==> config.mk <==
export PLATFORM = sky130hd
export DESIGN_NAME = rpn_seq
export DESIGN_NICKNAME = d
export VERILOG_FILES = /design/src/sv/rpn_pkg.sv /design/src/sv/rpn_seq.sv
export SDC_FILE = /design/constraint.sdc
export NUM_CORES = 1
export LEC_CHECK = 0
export ABC_AREA = 0
export ABC_CLOCK_PERIOD_IN_PS = 5530
export CORE_MARGIN = 1
export CORE_UTILIZATION = 34
export CTS_CLUSTER_SIZE = 24
export DETAILED_ROUTE_END_ITERATION = 7
export DONT_BUFFER_PORTS = 1
export RECOVER_POWER = 50
export SYNTH_ARGS = -nofsm -noshare
export SYNTH_HDL_FRONTEND = slang
export SYNTH_SLANG_ARGS = --single-unit
==> constraint.sdc <==
create_clock -name clock -period 5.53 [get_ports clock]
set_clock_uncertainty 0.1 [all_clocks]
set_input_delay 0.2765 -clock clock [delete_from_list [all_inputs] [get_ports clock]]
set_output_delay 0.2765 -clock clock [all_outputs]
set_load 0.03 [all_outputs]
==> src/sv/rpn_pkg.sv <==
package rpn_pkg;

   // stack depth default and fixed field widths
   localparam int DEF_STACK_DEPTH = 32;
   localparam int DATA_W          = 32;
   localparam int DIV_CNT_W       = 5;
   localparam int UPC_W           = 5;

   // token codes
   typedef enum logic [2:0] {
      TOK_PUSH = 3'd0,
      TOK_NEG  = 3'd1,
      TOK_ADD  = 3'd2,
      TOK_SUB  = 3'd3,
      TOK_MUL  = 3'd4,
      TOK_DIV  = 3'd5,
      TOK_MOD  = 3'd6,
      TOK_END  = 3'd7
   } tok_type;

   // status codes
   typedef enum logic [1:0] {
      ST_OK    = 2'd0,
      ST_DIV0  = 2'd1,
      ST_OVF   = 2'd2,
      ST_STACK = 2'd3
   } status_type;

   // request and response payloads
   typedef struct packed {
      logic [2:0]         req_type;
      logic signed [31:0] operand_value;
   } req_payload_type;

   typedef struct packed {
      logic signed [31:0] result_value;
      logic [1:0]         status;
   } rsp_payload_type;

   // microcode sequencing
   typedef enum logic [2:0] {
      J_NEXT,
      J_ALWAYS,
      J_IF,
      J_DISPATCH,
      J_WAIT_DIV,
      J_WAIT_OUT
   } jump_type;

   typedef enum logic [2:0] {
      FL_ERR,
      FL_FULL,
      FL_EMPTY,
      FL_LT2,
      FL_DIVOP,
      FL_RZERO,
      FL_OVF
   } flag_sel_type;

   // datapath selects
   typedef enum logic [1:0] {
      RD_TOP,
      RD_NEXT,
      RD_BOTTOM
   } rd_sel_type;

   typedef enum logic [1:0] {
      WA_LEVEL,
      WA_TOP,
      WA_NEXT
   } wr_sel_type;

   typedef enum logic {
      WS_VALUE,
      WS_RES
   } wr_src_type;

   typedef enum logic {
      A_TOK,
      A_NEG
   } alu_sel_type;

   typedef enum logic [1:0] {
      LV_HOLD,
      LV_INC,
      LV_DEC
   } lvl_op_type;

   // controls from sequencer to datapath
   typedef struct packed {
      logic        rd_en;
      rd_sel_type  rd_sel;
      logic        ld_l;
      logic        ld_r;
      logic        alu_en;
      alu_sel_type alu_sel;
      logic        wr_en;
      wr_sel_type  wr_sel;
      wr_src_type  wr_src;
      lvl_op_type  lvl_op;
      logic        err_set;
      status_type  err_code;
      logic        div_start;
      logic        emit;
   } ctl_type;

   // status from datapath to sequencer
   typedef struct packed {
      logic err;
      logic full;
      logic empty;
      logic lt2;
      logic divop;
      logic rzero;
      logic ovf;
      logic div_busy;
      logic out_busy;
   } flags_type;

   // one control word
   typedef struct packed {
      jump_type           jmp;
      flag_sel_type       flag;
      logic [UPC_W-1:0]   target;
      logic               accept;
      ctl_type            ctl;
   } uword_type;

   // microprogram entry points
   localparam logic [UPC_W-1:0] U_IDLE     = 5'd0;
   localparam logic [UPC_W-1:0] U_PUSH     = 5'd1;
   localparam logic [UPC_W-1:0] U_NEG      = 5'd4;
   localparam logic [UPC_W-1:0] U_BIN      = 5'd10;
   localparam logic [UPC_W-1:0] U_BIN_CMT  = 5'd16;
   localparam logic [UPC_W-1:0] U_DIVR     = 5'd18;
   localparam logic [UPC_W-1:0] U_ERR_STK  = 5'd21;
   localparam logic [UPC_W-1:0] U_ERR_OVF  = 5'd22;
   localparam logic [UPC_W-1:0] U_ERR_DIV0 = 5'd23;
   localparam logic [UPC_W-1:0] U_END      = 5'd24;

   // dispatch table: token code to routine entry
   function automatic logic [UPC_W-1:0] entry_of(input logic [2:0] code);
      logic [UPC_W-1:0] e;
      case (tok_type'(code))
         TOK_PUSH: e = U_PUSH;
         TOK_NEG:  e = U_NEG;
         TOK_END:  e = U_END;
         default:  e = U_BIN;
      endcase
      return e;
   endfunction

   // microprogram rom
   function automatic uword_type ucode(input logic [UPC_W-1:0] upc);
      uword_type w;
      w = '0;
      case (upc)
         // wait for a request
         5'd0: begin
            w.jmp    = J_DISPATCH;
            w.accept = 1'b1;
         end
         // push
         5'd1: begin
            w.jmp = J_IF; w.flag = FL_ERR; w.target = U_IDLE;
         end
         5'd2: begin
            w.jmp = J_IF; w.flag = FL_FULL; w.target = U_ERR_STK;
         end
         5'd3: begin
            w.jmp = J_ALWAYS; w.target = U_IDLE;
            w.ctl.wr_en = 1'b1; w.ctl.wr_sel = WA_LEVEL; w.ctl.wr_src = WS_VALUE;
            w.ctl.lvl_op = LV_INC;
         end
         // negate top
         5'd4: begin
            w.jmp = J_IF; w.flag = FL_ERR; w.target = U_IDLE;
         end
         5'd5: begin
            w.jmp = J_IF; w.flag = FL_EMPTY; w.target = U_ERR_STK;
            w.ctl.rd_en = 1'b1; w.ctl.rd_sel = RD_TOP;
         end
         5'd6: begin
            w.ctl.ld_r = 1'b1;
         end
         5'd7: begin
            w.ctl.alu_en = 1'b1; w.ctl.alu_sel = A_NEG;
         end
         5'd8: begin
            w.jmp = J_IF; w.flag = FL_OVF; w.target = U_ERR_OVF;
         end
         5'd9: begin
            w.jmp = J_ALWAYS; w.target = U_IDLE;
            w.ctl.wr_en = 1'b1; w.ctl.wr_sel = WA_TOP; w.ctl.wr_src = WS_RES;
         end
         // binary operations
         5'd10: begin
            w.jmp = J_IF; w.flag = FL_ERR; w.target = U_IDLE;
         end
         5'd11: begin
            w.jmp = J_IF; w.flag = FL_LT2; w.target = U_ERR_STK;
            w.ctl.rd_en = 1'b1; w.ctl.rd_sel = RD_NEXT;
         end
         5'd12: begin
            w.ctl.ld_l = 1'b1;
            w.ctl.rd_en = 1'b1; w.ctl.rd_sel = RD_TOP;
         end
         5'd13: begin
            w.ctl.ld_r = 1'b1;
         end
         5'd14: begin
            w.jmp = J_IF; w.flag = FL_DIVOP; w.target = U_DIVR;
         end
         5'd15: begin
            w.ctl.alu_en = 1'b1; w.ctl.alu_sel = A_TOK;
         end
         5'd16: begin
            w.jmp = J_IF; w.flag = FL_OVF; w.target = U_ERR_OVF;
         end
         5'd17: begin
            w.jmp = J_ALWAYS; w.target = U_IDLE;
            w.ctl.wr_en = 1'b1; w.ctl.wr_sel = WA_NEXT; w.ctl.wr_src = WS_RES;
            w.ctl.lvl_op = LV_DEC;
         end
         // divide and modulo
         5'd18: begin
            w.jmp = J_IF; w.flag = FL_RZERO; w.target = U_ERR_DIV0;
            w.ctl.div_start = 1'b1;
         end
         5'd19: begin
            w.jmp = J_WAIT_DIV;
         end
         5'd20: begin
            w.jmp = J_ALWAYS; w.target = U_BIN_CMT;
            w.ctl.alu_en = 1'b1; w.ctl.alu_sel = A_TOK;
         end
         // error latching
         5'd21: begin
            w.jmp = J_ALWAYS; w.target = U_IDLE;
            w.ctl.err_set = 1'b1; w.ctl.err_code = ST_STACK;
         end
         5'd22: begin
            w.jmp = J_ALWAYS; w.target = U_IDLE;
            w.ctl.err_set = 1'b1; w.ctl.err_code = ST_OVF;
         end
         5'd23: begin
            w.jmp = J_ALWAYS; w.target = U_IDLE;
            w.ctl.err_set = 1'b1; w.ctl.err_code = ST_DIV0;
         end
         // end of expression
         5'd24: begin
            w.ctl.rd_en = 1'b1; w.ctl.rd_sel = RD_BOTTOM;
         end
         5'd25: begin
            w.jmp = J_WAIT_OUT; w.target = U_IDLE;
            w.ctl.emit = 1'b1;
         end
         default: begin
            w.jmp = J_ALWAYS; w.target = U_IDLE;
         end
      endcase
      return w;
   endfunction

endpackage

==> src/sv/rpn_seq.sv <==
module rpn_seq
   import rpn_pkg::*;
(
   input  logic      clock,
   input  logic      reset,
   input  logic      req_fire,
   input  logic [2:0] req_code,
   input  flags_type flags,
   output logic      req_stall,
   output ctl_type   ctl
);

   logic [UPC_W-1:0] upc_ff, upc_in;
   uword_type        word;
   logic             cond;
   logic             hold;

   // fetch the control word
   assign word = ucode(upc_ff);

   // condition select
   always_comb begin
      case (word.flag)
         FL_ERR:   cond = flags.err;
         FL_FULL:  cond = flags.full;
         FL_EMPTY: cond = flags.empty;
         FL_LT2:   cond = flags.lt2;
         FL_DIVOP: cond = flags.divop;
         FL_RZERO: cond = flags.rzero;
         FL_OVF:   cond = flags.ovf;
         default:  cond = 1'b0;
      endcase
   end

   // next step
   always_comb begin
      hold = 1'b0;
      case (word.jmp)
         J_NEXT:     upc_in = upc_ff + 1'b1;
         J_ALWAYS:   upc_in = word.target;
         J_IF:       upc_in = cond ? word.target : upc_ff + 1'b1;
         J_DISPATCH: upc_in = req_fire ? entry_of(req_code) : upc_ff;
         J_WAIT_DIV: begin
            hold   = flags.div_busy;
            upc_in = hold ? upc_ff : upc_ff + 1'b1;
         end
         J_WAIT_OUT: begin
            hold   = flags.out_busy;
            upc_in = hold ? upc_ff : word.target;
         end
         default:    upc_in = U_IDLE;
      endcase
   end

   always_ff @(posedge clock) begin
      if (reset) begin
         upc_ff <= U_IDLE;
      end else begin
         upc_ff <= upc_in;
      end
   end

   // controls are suppressed while a step waits
   assign ctl       = hold ? ctl_type'('0) : word.ctl;
   assign req_stall = !word.accept;

endmodule

Yosys cells after proc, flatten, opt, wreduce, memory -nomap -nowiden:

Index checks and enable logic that the tools add are counted.

* word-level logic and storage cells: 78
* register bits: 5
* input port bits: 15
* output and inout port bits: 19

* equal/unequal tests: 41
* reduce and logical (&&, ||, !) cells: 13
* multiplexer cells: 22
* add/sub/neg operators: 1

Operators with widths (number)
* $eq A5 B5 Y1 const B: 10
* $eq A5 B4 Y1 const B: 8
* $pmux W5 S6: 1
* $pmux W5 S5: 1
* $eq A5 B3 Y1 const B: 4
* $mux W5: 4
* $eq A3 B3 Y1 const B: 6
* $mux W18: 1
* $pmux W3 S3: 2
* $pmux W3 S6: 1
* $pmux W3 S5: 1
* $pmux W5 S3: 1
* $eq A3 B2 Y1 const B: 4
* $pmux W4 S3: 1
* $eq A5 B2 Y1 const B: 2
* $reduce_or A10 Y1: 1
* $eq A3 B1 Y1 const B: 3
* $logic_not A3 Y1: 3
* $pmux W2 S2: 2
* $reduce_or A2 Y1: 4
* $pmux W1 S7: 1
* $ne A2 B2 Y1 const B: 3
* $reduce_or A6 Y1: 1
* $add A5 B1 Y5 const B: 1
* other kinds (7): 11

Longest topological paths before layout:

* depth after elaboration: 7
* mapped depth: 11

Worst setup path after synthesis:

OpenSTA, ideal clock, no wires.

* path type: register to output
* from: reg upc_ff[0]
* to: out ctl[7] (netlist bit)
* slack: 2.222 ns
* data arrival time: 2.932 ns
* data required time: 5.154 ns
* stages on the path, launching flop included: 11
* buffers on the path: 1
* cell sequence: dfxtp_1 -> inv_1 -> ha_1 -> nand2b_1 -> a21oi_1 -> nor4_2 -> a41o_1 -> o221ai_2 -> buf_4 -> a21oi_1 -> nor3b_1

RTL lines
* from (decl): line rpn_seq.sv:13 `logic [UPC_W-1:0] upc_ff, upc_in;`
* from (signal assigned): line rpn_seq.sv:59 `upc_ff <= upc_in;`
* to (decl): line rpn_seq.sv:10 `output ctl_type ctl`

==> impl_metrics.ini <==
[floorplan]
start_util_pct = 35.36
top_level_ports = 34
die-height_um = 60.91
die_area_um2 = 3710
coreArea_um2 = 3337
std_cell_rows = 21
die_w_um = 60.91

[sta]
whs_ns = 0.03924
hold_viol = 0
setup_slack_ns = 0.7467
fin_crit_sh_pct = 86.50
setup_viol = 0
min_period_ns = 4.783
tightest_slew_ns = 1.005
fmax_ghz = 0.2091
slew-limit-headroom_pct = 32.89
grt_setup_unrepaired = false
fin_tns_setup_ns = 0
slew_viol_final = 0

[power]
seqPwrFrac_pct = 17.1
pwr-share-clk_pct = 7.7
p_leak_nw = 0.4318
intPower_mw = 0.2593
power_density_nw_per_um2 = 528.8
finalPower_mw = 0.6133
comb_power_share_pct = 75.2
swShare_pct = 57.72
power_switching_mw = 0.3540
peakVddDrop_uv = 125.3

[cells_and_area]
final_common_cell = nor2_1
drive_above_1_share_pct = 10.53
stdcell_count = 198
largest_reg_flops = 5
utilization_pct = 34.76
register_area_um2 = 100.1
area_growth_syn_to_layout_pct = -1.697
n_fill_cell = 374
n_antenna_cell = 0
fin_area_um2 = 1160
layout_common_cells = nor2_1, a21oi_1, inv_1
multi_input_area_um2 = 942.2
largest-register = upc_ff
reg_top3 = upc_ff x5
fin_nets = 173

[place]
post-dp-hpwl_um = 2325
gp_routability_congestion = 0.8186
placed_cells = 194
portBuffers = 0
place_ws_ns = 1.416
placed_cell_area_um2 = 1146

[global_route]
grt_pass1_vias = 1061
antenna_found_initial = 0
grt_overflow = 0
grtUsageTotal_pct = 18.33
grt_max_degree = 31
grt_pass1_wl_um = 5002

[clock_network]
cts.sinks = 5
cts-resized-gates = 0
cts_tree = yes
h-tree-depth = 1
ctsHoldBuffers = 0
cts-root-buf = clkbuf_4
cts-buffers-inserted = 3
cts.clk_slew.worst_paths_ns = 0.05
post_cts_buffers = 0
clock_latency_ns = 0.26
clockBufferDepth = 2

[route]
drc = 0
wl_um = 3114
vias = 1149
viasPerCell = 5.803
drt-wirelength-per-cell_um = 15.73
ant_nets = 0
drt_iter0_drc = 104
firstDrtPassIters = 4

[worst_hold_path]
hold_end = upc_ff[4]$_SDFFE_PP0P_
min_from = reset
hp-class = in2reg
holdPathStages = 1

[setup_path]
worstSetupPathType = reg2out
crit_slowest_cell = dfxtp_1
end_kind = output pin
rr_endpoint = upc_ff[3]$_SDFFE_PP0P_
critPathBufInv = 0
required_ns = 5.15
ff2ff_path_depth = 7
critPathMostFrequentCell = a21oi_1
worstSetupStartpointType = flip-flop
crit_family = compound AO/OA/AOI/OAI gates
crit_chain = nand2_1 -> a21oi_1 -> nor4_1 -> a41o_1 -> o221ai_1 -> a21oi_1 -> nor3b_1
critPathMaxStageDelay_ns = 0.98
r2r-start = upc_ff[3]$_SDFFE_PP0P_
cp_data_arrival_time_ns = 4.41
r2r_setup_slack_ns = 1.71
path_max_fanout = 30

[yosys]
netlist_area_um2 = 1180
syn_inst = 160
synth_cell_type_count = 57
syn_avg_cell_area_um2 = 7.374
yosysWarnings = 0
synth-main-ff-cell = dfxtp_1
async_flop_share_pct = 0
synth_edf_count = 0
synth_area_leaders = dfxtp_1, nor2_1, ha_1
yosys.area.top_type = dfxtp_1
synth_top_area_share_pct = 8.484
synth-seq-cells = 5
syn-num-nets = 180
yosysSeqAreaShare_pct = 8.484

[job]
drv_cap = 0

[status]
status = finished, final reports clean
## Yosys cell counts, drive strengths merged, types with 3 or more instances
master	number
dfxtp	5
inv	9
mux2i	5
nand2	8
nor4bb	3
a211oi	3
nand3	7
nor3	4
a21oi	12
buf	12
ha	5
nand2b	7
nor2	24
nor2b	5
or2	3
a22o	3
o2bb2ai	3
o21ai	3
and3	3
## area by class of cell
class                           instances  share of cell area, %
Sequential cell                         5                  8.630
Inverter                                9                  2.913
Multi-Input combinational cell        134                  81.23
Clock buffer                            4                  2.265
Tap cell                               46                  4.962
## metal layers
metal	up-vias	GRT usage, %	routed length (um)
li1	569	-	-
met1	531	23.79	1421
met2	44	27.94	1402
met3	5	4.264	223
met4	0	10.06	67
met5	-	0	0
## how the worst max path moves through the flow
stage	startpoint	end	slack, ns	cells after the start
finish	upc_ff[3]$_SDFFE_PP0P_	ctl[7]	0.75	7
global route	upc_ff[3]$_SDFFE_PP0P_	ctl[7]	0.46	7
CTS	upc_ff[3]$_SDFFE_PP0P_	ctl[7]	1.12	7
detailed placement	upc_ff[3]$_SDFFE_PP0P_	ctl[7]	1.42	7
global placement	upc_ff[3]$_SDFFE_PP0P_	ctl[7]	1.60	7
floorplan	upc_ff[0]$_SDFFE_PP0P_	ctl[7]	2.22	10
## logic make-up (layout without fill, tap and decap cells)
| logic type | after synthesis | count (layout) | share of synthesized area (%) |
|---|---|---|---|
| flip-flops | 5 | 5 | 8.484 |
| XOR/XNOR | 2 | 2 | 1.485 |
| buffers and inverters | 21 | 13 | 10.60 |
| AO/OA/AOI/OAI | 43 | 43 | 29.06 |
| AND/OR/NAND/NOR | 77 | 77 | 38.92 |
| multiplexers | 7 | 7 | 6.151 |
| adder cells (fa/ha/maj) | 5 | 5 | 5.302 |
## power by group through the flow
| stage | combinational, mW | clock [mW] | sequential, mW |
|---|---|---|---|
| detailed placement | 0.460 | 0 | 0.104 |
| global route | 0.517 | 0.0497 | 0.112 |
| global placement | 0.452 | 0 | 0.102 |
| CTS | 0.463 | 0.0483 | 0.104 |
| finish | 0.461 | 0.0471 | 0.105 |
| floorplan | 0.446 | 0 | 0.0561 |
## worst register-to-register path, cell delays in order, from the launching register on
cell and delay [ns]:
dfxtp_1 0.98, nand2_1 0.26, a21oi_1 0.68, nor4_1 0.19, a41o_1 0.32, o221ai_1 0.75
nand2b_1 0.26, o21ai_0 0.20
Power figures use the tool's default switching activity.
