File: config.mk
export PLATFORM = sky130hd
export DESIGN_NAME = rpn_dpath
export DESIGN_NICKNAME = d
export VERILOG_FILES = /design/src/sv/rpn_pkg.sv /design/src/sv/rpn_div.sv /design/src/sv/rpn_dpath.sv
export SDC_FILE = /design/constraint.sdc
export NUM_CORES = 2
export LEC_CHECK = 0
export BUFFER_PORTS_ARGS = -buffer_cell sky130_fd_sc_hd__buf_2
export CAP_MARGIN = 25
export CORE_UTILIZATION = 55
export DETAILED_ROUTE_END_ITERATION = 7
export PLACE_DENSITY = 0.74
export RECOVER_POWER = 25
export SETUP_SLACK_MARGIN = 0.15
export SYNTH_ARGS = -nofsm -noshare
export SYNTH_HDL_FRONTEND = slang
export SYNTH_SLANG_ARGS = --single-unit
export TNS_END_PERCENT = 1
File: constraint.sdc
create_clock -name clock -period 10 [get_ports clock]
set_input_delay 0 -clock clock [delete_from_list [all_inputs] [get_ports clock]]
set_output_delay 0 -clock clock [all_outputs]
set_load 0.005 [all_outputs]
File: src/sv/rpn_pkg.sv
package rpn_pkg;

   // stack depth default and fixed field widths
   localparam int DEF_STACK_DEPTH = 32;
   localparam int DATA_W          = 32;
   localparam int DIV_CNT_W       = 5;
   localparam int UPC_W           = 5;

   // token codes
   typedef enum logic [2:0] {
      TOK_PUSH = 3'd0,
      TOK_NEG  = 3'd1,
      TOK_ADD  = 3'd2,
      TOK_SUB  = 3'd3,
      TOK_MUL  = 3'd4,
      TOK_DIV  = 3'd5,
      TOK_MOD  = 3'd6,
      TOK_END  = 3'd7
   } tok_type;

   // status codes
   typedef enum logic [1:0] {
      ST_OK    = 2'd0,
      ST_DIV0  = 2'd1,
      ST_OVF   = 2'd2,
      ST_STACK = 2'd3
   } status_type;

   // request and response payloads
   typedef struct packed {
      logic [2:0]         req_type;
      logic signed [31:0] operand_value;
   } req_payload_type;

   typedef struct packed {
      logic signed [31:0] result_value;
      logic [1:0]         status;
   } rsp_payload_type;

   // microcode sequencing
   typedef enum logic [2:0] {
      J_NEXT,
      J_ALWAYS,
      J_IF,
      J_DISPATCH,
      J_WAIT_DIV,
      J_WAIT_OUT
   } jump_type;

   typedef enum logic [2:0] {
      FL_ERR,
      FL_FULL,
      FL_EMPTY,
      FL_LT2,
      FL_DIVOP,
      FL_RZERO,
      FL_OVF
   } flag_sel_type;

   // datapath selects
   typedef enum logic [1:0] {
      RD_TOP,
      RD_NEXT,
      RD_BOTTOM
   } rd_sel_type;

   typedef enum logic [1:0] {
      WA_LEVEL,
      WA_TOP,
      WA_NEXT
   } wr_sel_type;

   typedef enum logic {
      WS_VALUE,
      WS_RES
   } wr_src_type;

   typedef enum logic {
      A_TOK,
      A_NEG
   } alu_sel_type;

   typedef enum logic [1:0] {
      LV_HOLD,
      LV_INC,
      LV_DEC
   } lvl_op_type;

   // controls from sequencer to datapath
   typedef struct packed {
      logic        rd_en;
      rd_sel_type  rd_sel;
      logic        ld_l;
      logic        ld_r;
      logic        alu_en;
      alu_sel_type alu_sel;
      logic        wr_en;
      wr_sel_type  wr_sel;
      wr_src_type  wr_src;
      lvl_op_type  lvl_op;
      logic        err_set;
      status_type  err_code;
      logic        div_start;
      logic        emit;
   } ctl_type;

   // status from datapath to sequencer
   typedef struct packed {
      logic err;
      logic full;
      logic empty;
      logic lt2;
      logic divop;
      logic rzero;
      logic ovf;
      logic div_busy;
      logic out_busy;
   } flags_type;

   // one control word
   typedef struct packed {
      jump_type           jmp;
      flag_sel_type       flag;
      logic [UPC_W-1:0]   target;
      logic               accept;
      ctl_type            ctl;
   } uword_type;

   // microprogram entry points
   localparam logic [UPC_W-1:0] U_IDLE     = 5'd0;
   localparam logic [UPC_W-1:0] U_PUSH     = 5'd1;
   localparam logic [UPC_W-1:0] U_NEG      = 5'd4;
   localparam logic [UPC_W-1:0] U_BIN      = 5'd10;
   localparam logic [UPC_W-1:0] U_BIN_CMT  = 5'd16;
   localparam logic [UPC_W-1:0] U_DIVR     = 5'd18;
   localparam logic [UPC_W-1:0] U_ERR_STK  = 5'd21;
   localparam logic [UPC_W-1:0] U_ERR_OVF  = 5'd22;
   localparam logic [UPC_W-1:0] U_ERR_DIV0 = 5'd23;
   localparam logic [UPC_W-1:0] U_END      = 5'd24;

   // dispatch table: token code to routine entry
   function automatic logic [UPC_W-1:0] entry_of(input logic [2:0] code);
      logic [UPC_W-1:0] e;
      case (tok_type'(code))
         TOK_PUSH: e = U_PUSH;
         TOK_NEG:  e = U_NEG;
         TOK_END:  e = U_END;
         default:  e = U_BIN;
      endcase
      return e;
   endfunction

   // microprogram rom
   function automatic uword_type ucode(input logic [UPC_W-1:0] upc);
      uword_type w;
      w = '0;
      case (upc)
         // wait for a request
         5'd0: begin
            w.jmp    = J_DISPATCH;
            w.accept = 1'b1;
         end
         // push
         5'd1: begin
            w.jmp = J_IF; w.flag = FL_ERR; w.target = U_IDLE;
         end
         5'd2: begin
            w.jmp = J_IF; w.flag = FL_FULL; w.target = U_ERR_STK;
         end
         5'd3: begin
            w.jmp = J_ALWAYS; w.target = U_IDLE;
            w.ctl.wr_en = 1'b1; w.ctl.wr_sel = WA_LEVEL; w.ctl.wr_src = WS_VALUE;
            w.ctl.lvl_op = LV_INC;
         end
         // negate top
         5'd4: begin
            w.jmp = J_IF; w.flag = FL_ERR; w.target = U_IDLE;
         end
         5'd5: begin
            w.jmp = J_IF; w.flag = FL_EMPTY; w.target = U_ERR_STK;
            w.ctl.rd_en = 1'b1; w.ctl.rd_sel = RD_TOP;
         end
         5'd6: begin
            w.ctl.ld_r = 1'b1;
         end
         5'd7: begin
            w.ctl.alu_en = 1'b1; w.ctl.alu_sel = A_NEG;
         end
         5'd8: begin
            w.jmp = J_IF; w.flag = FL_OVF; w.target = U_ERR_OVF;
         end
         5'd9: begin
            w.jmp = J_ALWAYS; w.target = U_IDLE;
            w.ctl.wr_en = 1'b1; w.ctl.wr_sel = WA_TOP; w.ctl.wr_src = WS_RES;
         end
         // binary operations
         5'd10: begin
            w.jmp = J_IF; w.flag = FL_ERR; w.target = U_IDLE;
         end
         5'd11: begin
            w.jmp = J_IF; w.flag = FL_LT2; w.target = U_ERR_STK;
            w.ctl.rd_en = 1'b1; w.ctl.rd_sel = RD_NEXT;
         end
         5'd12: begin
            w.ctl.ld_l = 1'b1;
            w.ctl.rd_en = 1'b1; w.ctl.rd_sel = RD_TOP;
         end
         5'd13: begin
            w.ctl.ld_r = 1'b1;
         end
         5'd14: begin
            w.jmp = J_IF; w.flag = FL_DIVOP; w.target = U_DIVR;
         end
         5'd15: begin
            w.ctl.alu_en = 1'b1; w.ctl.alu_sel = A_TOK;
         end
         5'd16: begin
            w.jmp = J_IF; w.flag = FL_OVF; w.target = U_ERR_OVF;
         end
         5'd17: begin
            w.jmp = J_ALWAYS; w.target = U_IDLE;
            w.ctl.wr_en = 1'b1; w.ctl.wr_sel = WA_NEXT; w.ctl.wr_src = WS_RES;
            w.ctl.lvl_op = LV_DEC;
         end
         // divide and modulo
         5'd18: begin
            w.jmp = J_IF; w.flag = FL_RZERO; w.target = U_ERR_DIV0;
            w.ctl.div_start = 1'b1;
         end
         5'd19: begin
            w.jmp = J_WAIT_DIV;
         end
         5'd20: begin
            w.jmp = J_ALWAYS; w.target = U_BIN_CMT;
            w.ctl.alu_en = 1'b1; w.ctl.alu_sel = A_TOK;
         end
         // error latching
         5'd21: begin
            w.jmp = J_ALWAYS; w.target = U_IDLE;
            w.ctl.err_set = 1'b1; w.ctl.err_code = ST_STACK;
         end
         5'd22: begin
            w.jmp = J_ALWAYS; w.target = U_IDLE;
            w.ctl.err_set = 1'b1; w.ctl.err_code = ST_OVF;
         end
         5'd23: begin
            w.jmp = J_ALWAYS; w.target = U_IDLE;
            w.ctl.err_set = 1'b1; w.ctl.err_code = ST_DIV0;
         end
         // end of expression
         5'd24: begin
            w.ctl.rd_en = 1'b1; w.ctl.rd_sel = RD_BOTTOM;
         end
         5'd25: begin
            w.jmp = J_WAIT_OUT; w.target = U_IDLE;
            w.ctl.emit = 1'b1;
         end
         default: begin
            w.jmp = J_ALWAYS; w.target = U_IDLE;
         end
      endcase
      return w;
   endfunction

endpackage

File: src/sv/rpn_div.sv
module rpn_div
   import rpn_pkg::*;
(
   input  logic              clock,
   input  logic              reset,
   input  logic              start,
   input  logic [DATA_W-1:0] dividend,
   input  logic [DATA_W-1:0] divisor,
   output logic              busy,
   output logic [DATA_W-1:0] quot,
   output logic [DATA_W-1:0] rem
);

   logic                 busy_ff, busy_in;
   logic [DIV_CNT_W-1:0] cnt_ff, cnt_in;
   logic [DATA_W-1:0]    quo_ff, quo_in;
   logic [DATA_W-1:0]    rem_ff, rem_in;
   logic [DATA_W-1:0]    dsr_ff, dsr_in;
   logic [DATA_W:0]      trial;

   // one restoring step per cycle
   always_comb begin
      busy_in = busy_ff;
      cnt_in  = cnt_ff;
      quo_in  = quo_ff;
      rem_in  = rem_ff;
      dsr_in  = dsr_ff;
      trial   = {rem_ff, quo_ff[DATA_W-1]} - {1'b0, dsr_ff};
      if (start) begin
         busy_in = 1'b1;
         cnt_in  = '1;
         quo_in  = dividend;
         rem_in  = '0;
         dsr_in  = divisor;
      end else if (busy_ff) begin
         if (!trial[DATA_W]) begin
            rem_in = trial[DATA_W-1:0];
            quo_in = {quo_ff[DATA_W-2:0], 1'b1};
         end else begin
            rem_in = {rem_ff[DATA_W-2:0], quo_ff[DATA_W-1]};
            quo_in = {quo_ff[DATA_W-2:0], 1'b0};
         end
         cnt_in = cnt_ff - 1'b1;
         if (cnt_ff == '0) begin
            busy_in = 1'b0;
         end
      end
   end

   always_ff @(posedge clock) begin
      if (reset) begin
         busy_ff <= 1'b0;
         cnt_ff  <= '0;
      end else begin
         busy_ff <= busy_in;
         cnt_ff  <= cnt_in;
      end
      quo_ff <= quo_in;
      rem_ff <= rem_in;
      dsr_ff <= dsr_in;
   end

   assign busy = busy_ff;
   assign quot = quo_ff;
   assign rem  = rem_ff;

endmodule

File: src/sv/rpn_dpath.sv
module rpn_dpath
   import rpn_pkg::*;
#(
   parameter int STACK_DEPTH = DEF_STACK_DEPTH
) (
   input  logic            clock,
   input  logic            reset,
   input  logic            req_fire,
   input  req_payload_type req_payload,
   input  ctl_type         ctl,
   output flags_type       flags,
   output logic            rsp_valid,
   input  logic            rsp_stall,
   output rsp_payload_type rsp_payload
);

   localparam int ADDR_W = (STACK_DEPTH > 1) ? $clog2(STACK_DEPTH) : 1;
   localparam int LVL_W  = $clog2(STACK_DEPTH + 1);

   localparam logic [DATA_W-1:0] INT_MIN   = {1'b1, {(DATA_W-1){1'b0}}};
   localparam logic [DATA_W-1:0] MINUS_ONE = '1;

   // operand stack
   logic [DATA_W-1:0] stack_mem [STACK_DEPTH];
   logic [DATA_W-1:0] rd_data_ff;
   logic [ADDR_W-1:0] rd_addr, wr_addr;
   logic [DATA_W-1:0] wr_data;

   logic [LVL_W-1:0]  level_ff, level_in;
   logic [LVL_W-1:0]  lvl_m1, lvl_m2;
   status_type        err_ff, err_in;

   logic [2:0]         tok_ff;
   logic [DATA_W-1:0]  val_ff;
   logic signed [DATA_W-1:0] l_ff, r_ff;
   logic signed [2*DATA_W-1:0] prod_ff;
   logic [DATA_W-1:0]  res_ff, res_in;
   logic               ovf_ff, ovf_in;

   logic               rsp_valid_ff, rsp_valid_in;
   rsp_payload_type    rsp_ff, rsp_in;

   logic [DATA_W:0]    sum, diff;
   logic [DATA_W-1:0]  l_mag, r_mag;
   logic [DATA_W-1:0]  q_mag, r_rem;
   logic               div_busy;
   logic               div_go;
   status_type         end_status;

   // stack addresses
   assign lvl_m1 = level_ff - LVL_W'(1);
   assign lvl_m2 = level_ff - LVL_W'(2);

   always_comb begin
      case (ctl.rd_sel)
         RD_TOP:  rd_addr = lvl_m1[ADDR_W-1:0];
         RD_NEXT: rd_addr = lvl_m2[ADDR_W-1:0];
         default: rd_addr = '0;
      endcase
      case (ctl.wr_sel)
         WA_LEVEL: wr_addr = level_ff[ADDR_W-1:0];
         WA_TOP:   wr_addr = lvl_m1[ADDR_W-1:0];
         default:  wr_addr = lvl_m2[ADDR_W-1:0];
      endcase
      wr_data = (ctl.wr_src == WS_VALUE) ? val_ff : res_ff;
   end

   always_ff @(posedge clock) begin
      if (ctl.wr_en) begin
         stack_mem[wr_addr] <= wr_data;
      end
      if (ctl.rd_en) begin
         rd_data_ff <= stack_mem[rd_addr];
      end
   end

   // divider on magnitudes, only started for a nonzero divisor
   assign l_mag  = l_ff[DATA_W-1] ? (DATA_W'(0) - l_ff) : l_ff;
   assign r_mag  = r_ff[DATA_W-1] ? (DATA_W'(0) - r_ff) : r_ff;
   assign div_go = ctl.div_start && (r_ff != '0);

   rpn_div u_div (
      .clock    (clock),
      .reset    (reset),
      .start    (div_go),
      .dividend (l_mag),
      .divisor  (r_mag),
      .busy     (div_busy),
      .quot     (q_mag),
      .rem      (r_rem)
   );

   // alu
   assign sum  = {l_ff[DATA_W-1], l_ff} + {r_ff[DATA_W-1], r_ff};
   assign diff = {l_ff[DATA_W-1], l_ff} - {r_ff[DATA_W-1], r_ff};

   always_comb begin
      res_in = res_ff;
      ovf_in = ovf_ff;
      if (ctl.alu_en) begin
         if (ctl.alu_sel == A_NEG) begin
            res_in = DATA_W'(0) - r_ff;
            ovf_in = (r_ff == INT_MIN);
         end else begin
            case (tok_type'(tok_ff))
               TOK_SUB: begin
                  res_in = diff[DATA_W-1:0];
                  ovf_in = diff[DATA_W] ^ diff[DATA_W-1];
               end
               TOK_MUL: begin
                  res_in = prod_ff[DATA_W-1:0];
                  ovf_in = !((&prod_ff[2*DATA_W-1:DATA_W-1]) ||
                             !(|prod_ff[2*DATA_W-1:DATA_W-1]));
               end
               TOK_DIV: begin
                  res_in = (l_ff[DATA_W-1] ^ r_ff[DATA_W-1]) ? (DATA_W'(0) - q_mag) : q_mag;
                  ovf_in = (l_ff == INT_MIN) && (r_ff == MINUS_ONE);
               end
               TOK_MOD: begin
                  res_in = l_ff[DATA_W-1] ? (DATA_W'(0) - r_rem) : r_rem;
                  ovf_in = 1'b0;
               end
               default: begin
                  res_in = sum[DATA_W-1:0];
                  ovf_in = sum[DATA_W] ^ sum[DATA_W-1];
               end
            endcase
         end
      end
   end

   // status and level update
   always_comb begin
      level_in = level_ff;
      err_in   = err_ff;
      case (ctl.lvl_op)
         LV_INC:  level_in = level_ff + LVL_W'(1);
         LV_DEC:  level_in = lvl_m1;
         default: level_in = level_ff;
      endcase
      if (ctl.err_set) begin
         err_in = ctl.err_code;
      end
      if (ctl.emit) begin
         level_in = '0;
         err_in   = ST_OK;
      end
   end

   // response register
   always_comb begin
      if (err_ff != ST_OK) begin
         end_status = err_ff;
      end else if (level_ff == '0) begin
         end_status = ST_STACK;
      end else begin
         end_status = ST_OK;
      end
      rsp_valid_in = rsp_valid_ff;
      rsp_in       = rsp_ff;
      if (ctl.emit) begin
         rsp_valid_in        = 1'b1;
         rsp_in.status       = end_status;
         rsp_in.result_value = (end_status == ST_OK) ? rd_data_ff : '0;
      end else if (rsp_valid_ff && !rsp_stall) begin
         rsp_valid_in = 1'b0;
      end
   end

   always_ff @(posedge clock) begin
      if (reset) begin
         level_ff     <= '0;
         err_ff       <= ST_OK;
         rsp_valid_ff <= 1'b0;
      end else begin
         level_ff     <= level_in;
         err_ff       <= err_in;
         rsp_valid_ff <= rsp_valid_in;
      end
      if (req_fire) begin
         tok_ff <= req_payload.req_type;
         val_ff <= req_payload.operand_value;
      end
      if (ctl.ld_l) begin
         l_ff <= rd_data_ff;
      end
      if (ctl.ld_r) begin
         r_ff <= rd_data_ff;
      end
      prod_ff <= l_ff * r_ff;
      res_ff  <= res_in;
      ovf_ff  <= ovf_in;
      rsp_ff  <= rsp_in;
   end

   // flags to the sequencer
   always_comb begin
      flags.err      = (err_ff != ST_OK);
      flags.full     = (level_ff == LVL_W'(STACK_DEPTH));
      flags.empty    = (level_ff == '0);
      flags.lt2      = (level_ff < LVL_W'(2));
      flags.divop    = (tok_ff == TOK_DIV) || (tok_ff == TOK_MOD);
      flags.rzero    = (r_ff == '0);
      flags.ovf      = ovf_ff;
      flags.div_busy = div_busy;
      flags.out_busy = rsp_valid_ff && rsp_stall;
   end

   assign rsp_valid   = rsp_valid_ff;
   assign rsp_payload = rsp_ff;

   // level stays within the stack
   a_level_bound: assert property (@(posedge clock) disable iff (reset)
      level_ff <= LVL_W'(STACK_DEPTH))
      else $error("stack level beyond depth");

   // a push write never lands past the top
   a_push_room: assert property (@(posedge clock) disable iff (reset)
      (ctl.wr_en && ctl.wr_sel == WA_LEVEL) |-> !flags.full)
      else $error("push into full stack");

   // a result is never emitted over one still waiting
   a_emit_free: assert property (@(posedge clock) disable iff (reset)
      ctl.emit |-> !(rsp_valid_ff && rsp_stall))
      else $error("response overwritten");

   // divider is only started when idle
   a_div_start: assert property (@(posedge clock) disable iff (reset)
      div_go |-> !div_busy)
      else $error("bad divider start");

endmodule

# Word-level counts from Yosys, hierarchy flattened
# Memories as Yosys holds them, arrays and structs flattened. A register that Yosys moved wholly into a read port is not among the register bits.
# Index checks and enable logic that the tools add are counted.
[word_totals]
regBits = 341
ramBits = 1024
inputBits = 57
output_inout_bits = 44
elab_cells = 97
n_memories = 1
[classes]
addsub = 11
mul = 1
magnitude_cmp = 1
n_eq_ne = 12
n_mux = 27
n_bitwise = 3
n_reduce_logical = 23
[mem_list]
columns = ["name", "depth", "word_bits", "rd", "rd_clocked_by_memory_dff", "write_ports", "line_no", "rtl"]
rows = [
  ["stack_mem", 32, 32, 1, 1, 1, "rpn_dpath.sv:24", "logic [DATA_W-1:0] stack_mem [STACK_DEPTH];"],
]
[op_table]
columns = ["op", "count"]
rows = [
  ["2-to-1 mux 32 bit", 8],
  ["case mux 32 bit (4 select lines)", 1],
  ["subtractor 1 x 32 -> 32 bit, first input constant", 4],
  ["== test 32 bit, second input constant", 3],
  ["multiplier 32 x 32 -> 64 bit", 1],
  ["adder 32 x 32 -> 33 bit", 1],
  ["AND reduction 33 bit", 1],
  ["OR reduction 33 bit", 1],
  ["subtractor 32 x 32 -> 33 bit", 1],
  ["subtractor 33 x 32 -> 33 bit", 1],
  ["zero test 32 bit", 1],
  ["nonzero test 32 bit", 1],
  ["2-to-1 mux 31 bit", 1],
  ["case mux 5 bit (2 select lines)", 2],
  ["case mux 6 bit (2 select lines)", 1],
  ["2-to-1 mux 5 bit", 2],
  ["== test 3 bit, second input constant", 3],
  ["2-to-1 mux 1 bit", 9],
  ["nonzero test 2 bit", 4],
  ["adder 6 x 1 -> 6 bit, second input constant", 1],
  ["== test 2 x 1 -> 1 bit, second input constant", 3],
  ["== test 6 bit, second input constant", 1],
  ["zero test 2 bit", 3],
  ["zero test 6 bit", 1],
  ["14 further kinds", 23],
]

# Longest topological paths before layout
[depth]
depth_word = 6
mapped_depth = 33
ltp_nobuf = 29

# By module
# Synthesis repeated with hierarchy kept, for this count alone.
[unflattened]
cells_unflattened = 8003
area_unflattened_um2 = 97268.3
[modules_own_cells]
columns = ["module", "instances", "cells_each", "area_per_inst_um2", "seq_area_each_um2"]
rows = [
  ["rpn_dpath", 1, 7457, 91474.0, 38156.6],
  ["rpn_div", 1, 546, 5794.3, 2682.6],
]

# Worst setup path before layout
# No wires, ideal clock.
[synth_timing]
path_type = "reg-to-reg"
from = "reg l_ff[31]"
to = "reg prod_ff[62]"
arrival_ns = 8.285
required_ns = 9.867
setup_slack_ns = 1.582
stages_incl_launch_ff = 32
n_path_buf = 4
period_less_slack_ns = 8.418
path_cell_list = "edfxtp_1 -> clkbuf_1 -> clkbuf_1 -> buf_1 -> clkbuf_1 -> nand2_1 -> inv_1 -> fa_1 -> fa_1 -> inv_1 -> fa_1 -> inv_1 -> fa_1 -> inv_1 -> fa_1 -> inv_1 -> fa_1 -> inv_1 -> fa_1 -> inv_1 -> fa_1 -> ha_1 -> and3_1 -> and3_1 -> nand3_1 -> inv_1 -> a32o_1 -> a21oi_1 -> a21oi_1 -> nand3_1 -> a221oi_1 -> xor2_1"
[synth_via]
elab_chain_len = 1
[synth_lines]
columns = ["item", "line_no", "rtl"]
rows = [
  ["from (decl)", "rpn_dpath.sv:35", "logic signed [DATA_W-1:0] l_ff, r_ff;"],
  ["from (signal assigned)", "rpn_dpath.sv:185", "l_ff <= rd_data_ff;"],
  ["multiplier 32 x 32 -> 64 bit", "rpn_dpath.sv:190", "prod_ff <= l_ff * r_ff;"],
  ["to (signal assigned)", "rpn_dpath.sv:190", ""],
  ["to (decl)", "rpn_dpath.sv:36", "logic signed [2*DATA_W-1:0] prod_ff;"],
]
# Every way passes these cells.
# A chain may end at the register's enable or synchronous reset.

# Final worst setup path
[layout_timing]
from = "reg l_ff[16]"
to = "reg prod_ff[57]"
# Same word-level chain as after synthesis.

==> results.cfg <==
[status]
status = complete, but fails checks
violations = capacitance limit, slew limit

[detailed_routing]
met3_length_um = 26900
wl_met1_um = 105000
antenna_left = 0
drc = 0
highest_layer = met5
routed_via_density = 6.19
wl_met2_um = 142000
drt-pass1-iter-count = 5
vias = 65300
routed_wl_um = 297000
routedWlPerCell_um = 28.2
first_iter_violations = 7019

[synth]
netlist_top_cells_area = edfxtp_1, fa_1, mux4_2
syn_area_per_cell_sq_um = 12.1
synth_most_common_cell = edfxtp_1
synth_nets = 9473
yosysTopAreaCell = edfxtp_1
yosysSeqAreaShare = 0.421
async_reset_ff_frac = 0
yosysUniqueCellTypes = 91
synth_edf_count = 1286
synth_cells = 8037
ys_dominant_reg_cell = edfxtp_1
synth.top_cell.area_share = 0.398
synthTopCellsByCount = edfxtp_1, inv_1, fa_1
ys_warn_count = 0
syn-cell-area_sq_um = 97100
ys_ff_latch = 1397

[placed_design]
place_area_sq_um = 101000
portBuffers = 100
place_hpwl_um = 202000
gp_congestion = 1.01

[sta]
finalCritPeriodShare = 0.934
slew_headroom = -1.30
slew_violations = 206
tns_ns = 0
hold_violations = 0
rsz0062_at_grt = false
period_minus_slack_ns = 9.34
skew_ns = 0.0572
setup_viol = 0
max_freq_ghz = 0.107
worst_slew_pin_slew_ns = 3.44

[critical_path]
crit_path_start_kind = flop
worstPathRequired_ns = 10.72
crit_fanout = 27
critPathArrivalTime_ns = 10.05
criticalPathCategory = flop to flop
setup.worst_path.end_class = flop

[flow_run]
max_cap_viol_count = 6

[clock_network]
cts_buffers = 140
cts.repair.resized = 0
cts.sinks = 1397
path_clk_slew_ns = 0.07
cts-root-buf = clkbuf_16
clockBufferDepth = 3
tritoncts = done
htree_num_levels = 4
worstSkewPairLatency_ns = 0.82

[floorplanning]
start_util = 0.556
num_io_pins = 101
dieHeight_um = 422
die_w_um = 422
die_area_sq_um = 178000
rows = 153
coreArea_sq_um = 175000

[layout]
area_growth_pct = 9.32
nets = 9543
utilization = 0.608
final_layout_size_suffix_gt1_frac = 0.0998
num-fill-cells = 13500
stdcell_area_sq_um = 106000

[global_route]
grt_max_degree = 141
grt_pass1_wl_um = 443000
first_global_vias = 69100
groute.usage.overall = 0.339
gr-total-overflow = 0
antenna_found_initial = 15

[worst_hold_path]
min-delay-path-class = primary input to flop
state kept, by name, summed over array words and instances, names as in the netlist, 2 cells and up:
| name | cells |
|---|---|
| stack_mem | 1024 |
| prod_ff | 64 |
| rsp_payload | 34 |
| l_ff | 32 |
| r_ff | 32 |
| rd_data_ff | 32 |
| res_ff | 32 |
| u_div.dsr_ff | 32 |
| u_div.quot | 32 |
| u_div.rem | 32 |
| val_ff | 32 |
| level_ff | 6 |
| u_div.cnt_ff | 5 |
| tok_ff | 3 |
| err_ff | 2 |
metrics by stage:
step                      cells  setup WS [ns]  hold WS, ns
after floorplan            8037           1.58       0.0989
after global placement    10200          0.470        0.180
after detailed placement  10200          0.991        0.179
after CTS                 10500          0.919      0.00895
after global routing      10500          0.455        0.101
final                     10500          0.661       0.0792
path summary, 6_finish.rpt:
kind	start	to	slack, ns	depth (start not counted)
worst max register to register	l_ff[16]$_DFFE_PP_	prod_ff[57]$_DFF_P_	0.66	22
worst max-delay path	l_ff[16]$_DFFE_PP_	prod_ff[57]$_DFF_P_	0.66	22
worst min-delay path	ctl[4]	err_ff[0]$_SDFFE_PP0P_	0.08	4
worst min register to register	level_ff[5]$_SDFFE_PP0P_	level_ff[5]$_SDFFE_PP0P_	0.52	2
cells by family (layout without fill, tap and decap cells):
family / count (synthesis) / in the layout / synth area share
and+or+nand+nor: 2211 / 2211 / 0.108
buffers and inverters: 1610 / 1789 / 0.0626
DFF: 1397 / 1397 / 0.421
adders and majority gates: 1379 / 1379 / 0.262
AOI/OAI and AO/OA: 849 / 849 / 0.0562
muxes: 324 / 324 / 0.0668
xor gates and xnor gates: 267 / 267 / 0.0243
other: 0 / 8 / 0
critical path: stages, from the launching register on:
cell and delay, ns:
edfxtp_1 0.73, buf_4 0.52, nand2_1 0.15, fa_1 0.58, fa_1 0.44, fa_1 0.49, fa_1 0.55, inv_1 0.05
fa_1 0.50, inv_1 0.06, fa_1 0.53, inv_1 0.05, fa_1 0.55, fa_1 0.45, ha_1 0.38, a21o_1 0.24
a21oi_1 0.91, and3_1 0.32, a211oi_1 0.16, o31ai_1 0.65, o21ai_0 0.31, a221oi_1 0.40, xnor2_1 0.16
layout make-up:
class	instances	area, sq um	share of cell area
clock buffer	177	3780	0.0356
tap	2325	2910	0.0274
clock inverter	74	773	0.00729
sequential	1397	40800	0.385
inverter	1156	4340	0.0409
timing repair buffer	382	3000	0.0282
antenna	8	20.0	0.000189
multi-input combinational	5030	50500	0.476
per-layer routing:
layer	track usage	up-vias
li1	-	27100
met1	0.412	33400
met2	0.553	3766
met3	0.0683	1037
met4	0.221	18
met5	0	-
layout by cell type (no fill, tap or decap), types with 89 or more instances in the layout:
cell,instances
a21oi_1,237
and2_1,459
buf_4,170
o21ai_0,214
fa_1,1085
edfxtp_1,1286
dlygate4sd3_1,94
nand2_1,956
dfxtp_1,110
nor2_1,266
buf_2,93
mux4_2,256
ha_1,294
inv_1,1151
clkbuf_16,146
xnor2_1,177
nand3_1,194
xor2_1,89
timing repair:
item | in CTS | in global routing
buffers inserted | 0 | 0
hold buffers | 94 | 0
endpoints found under the hold margin | 256 | 0
Power is left out: the tool's default activity adds up to more than one toggle a clock period on the data nets, which glitch-free logic cannot reach.
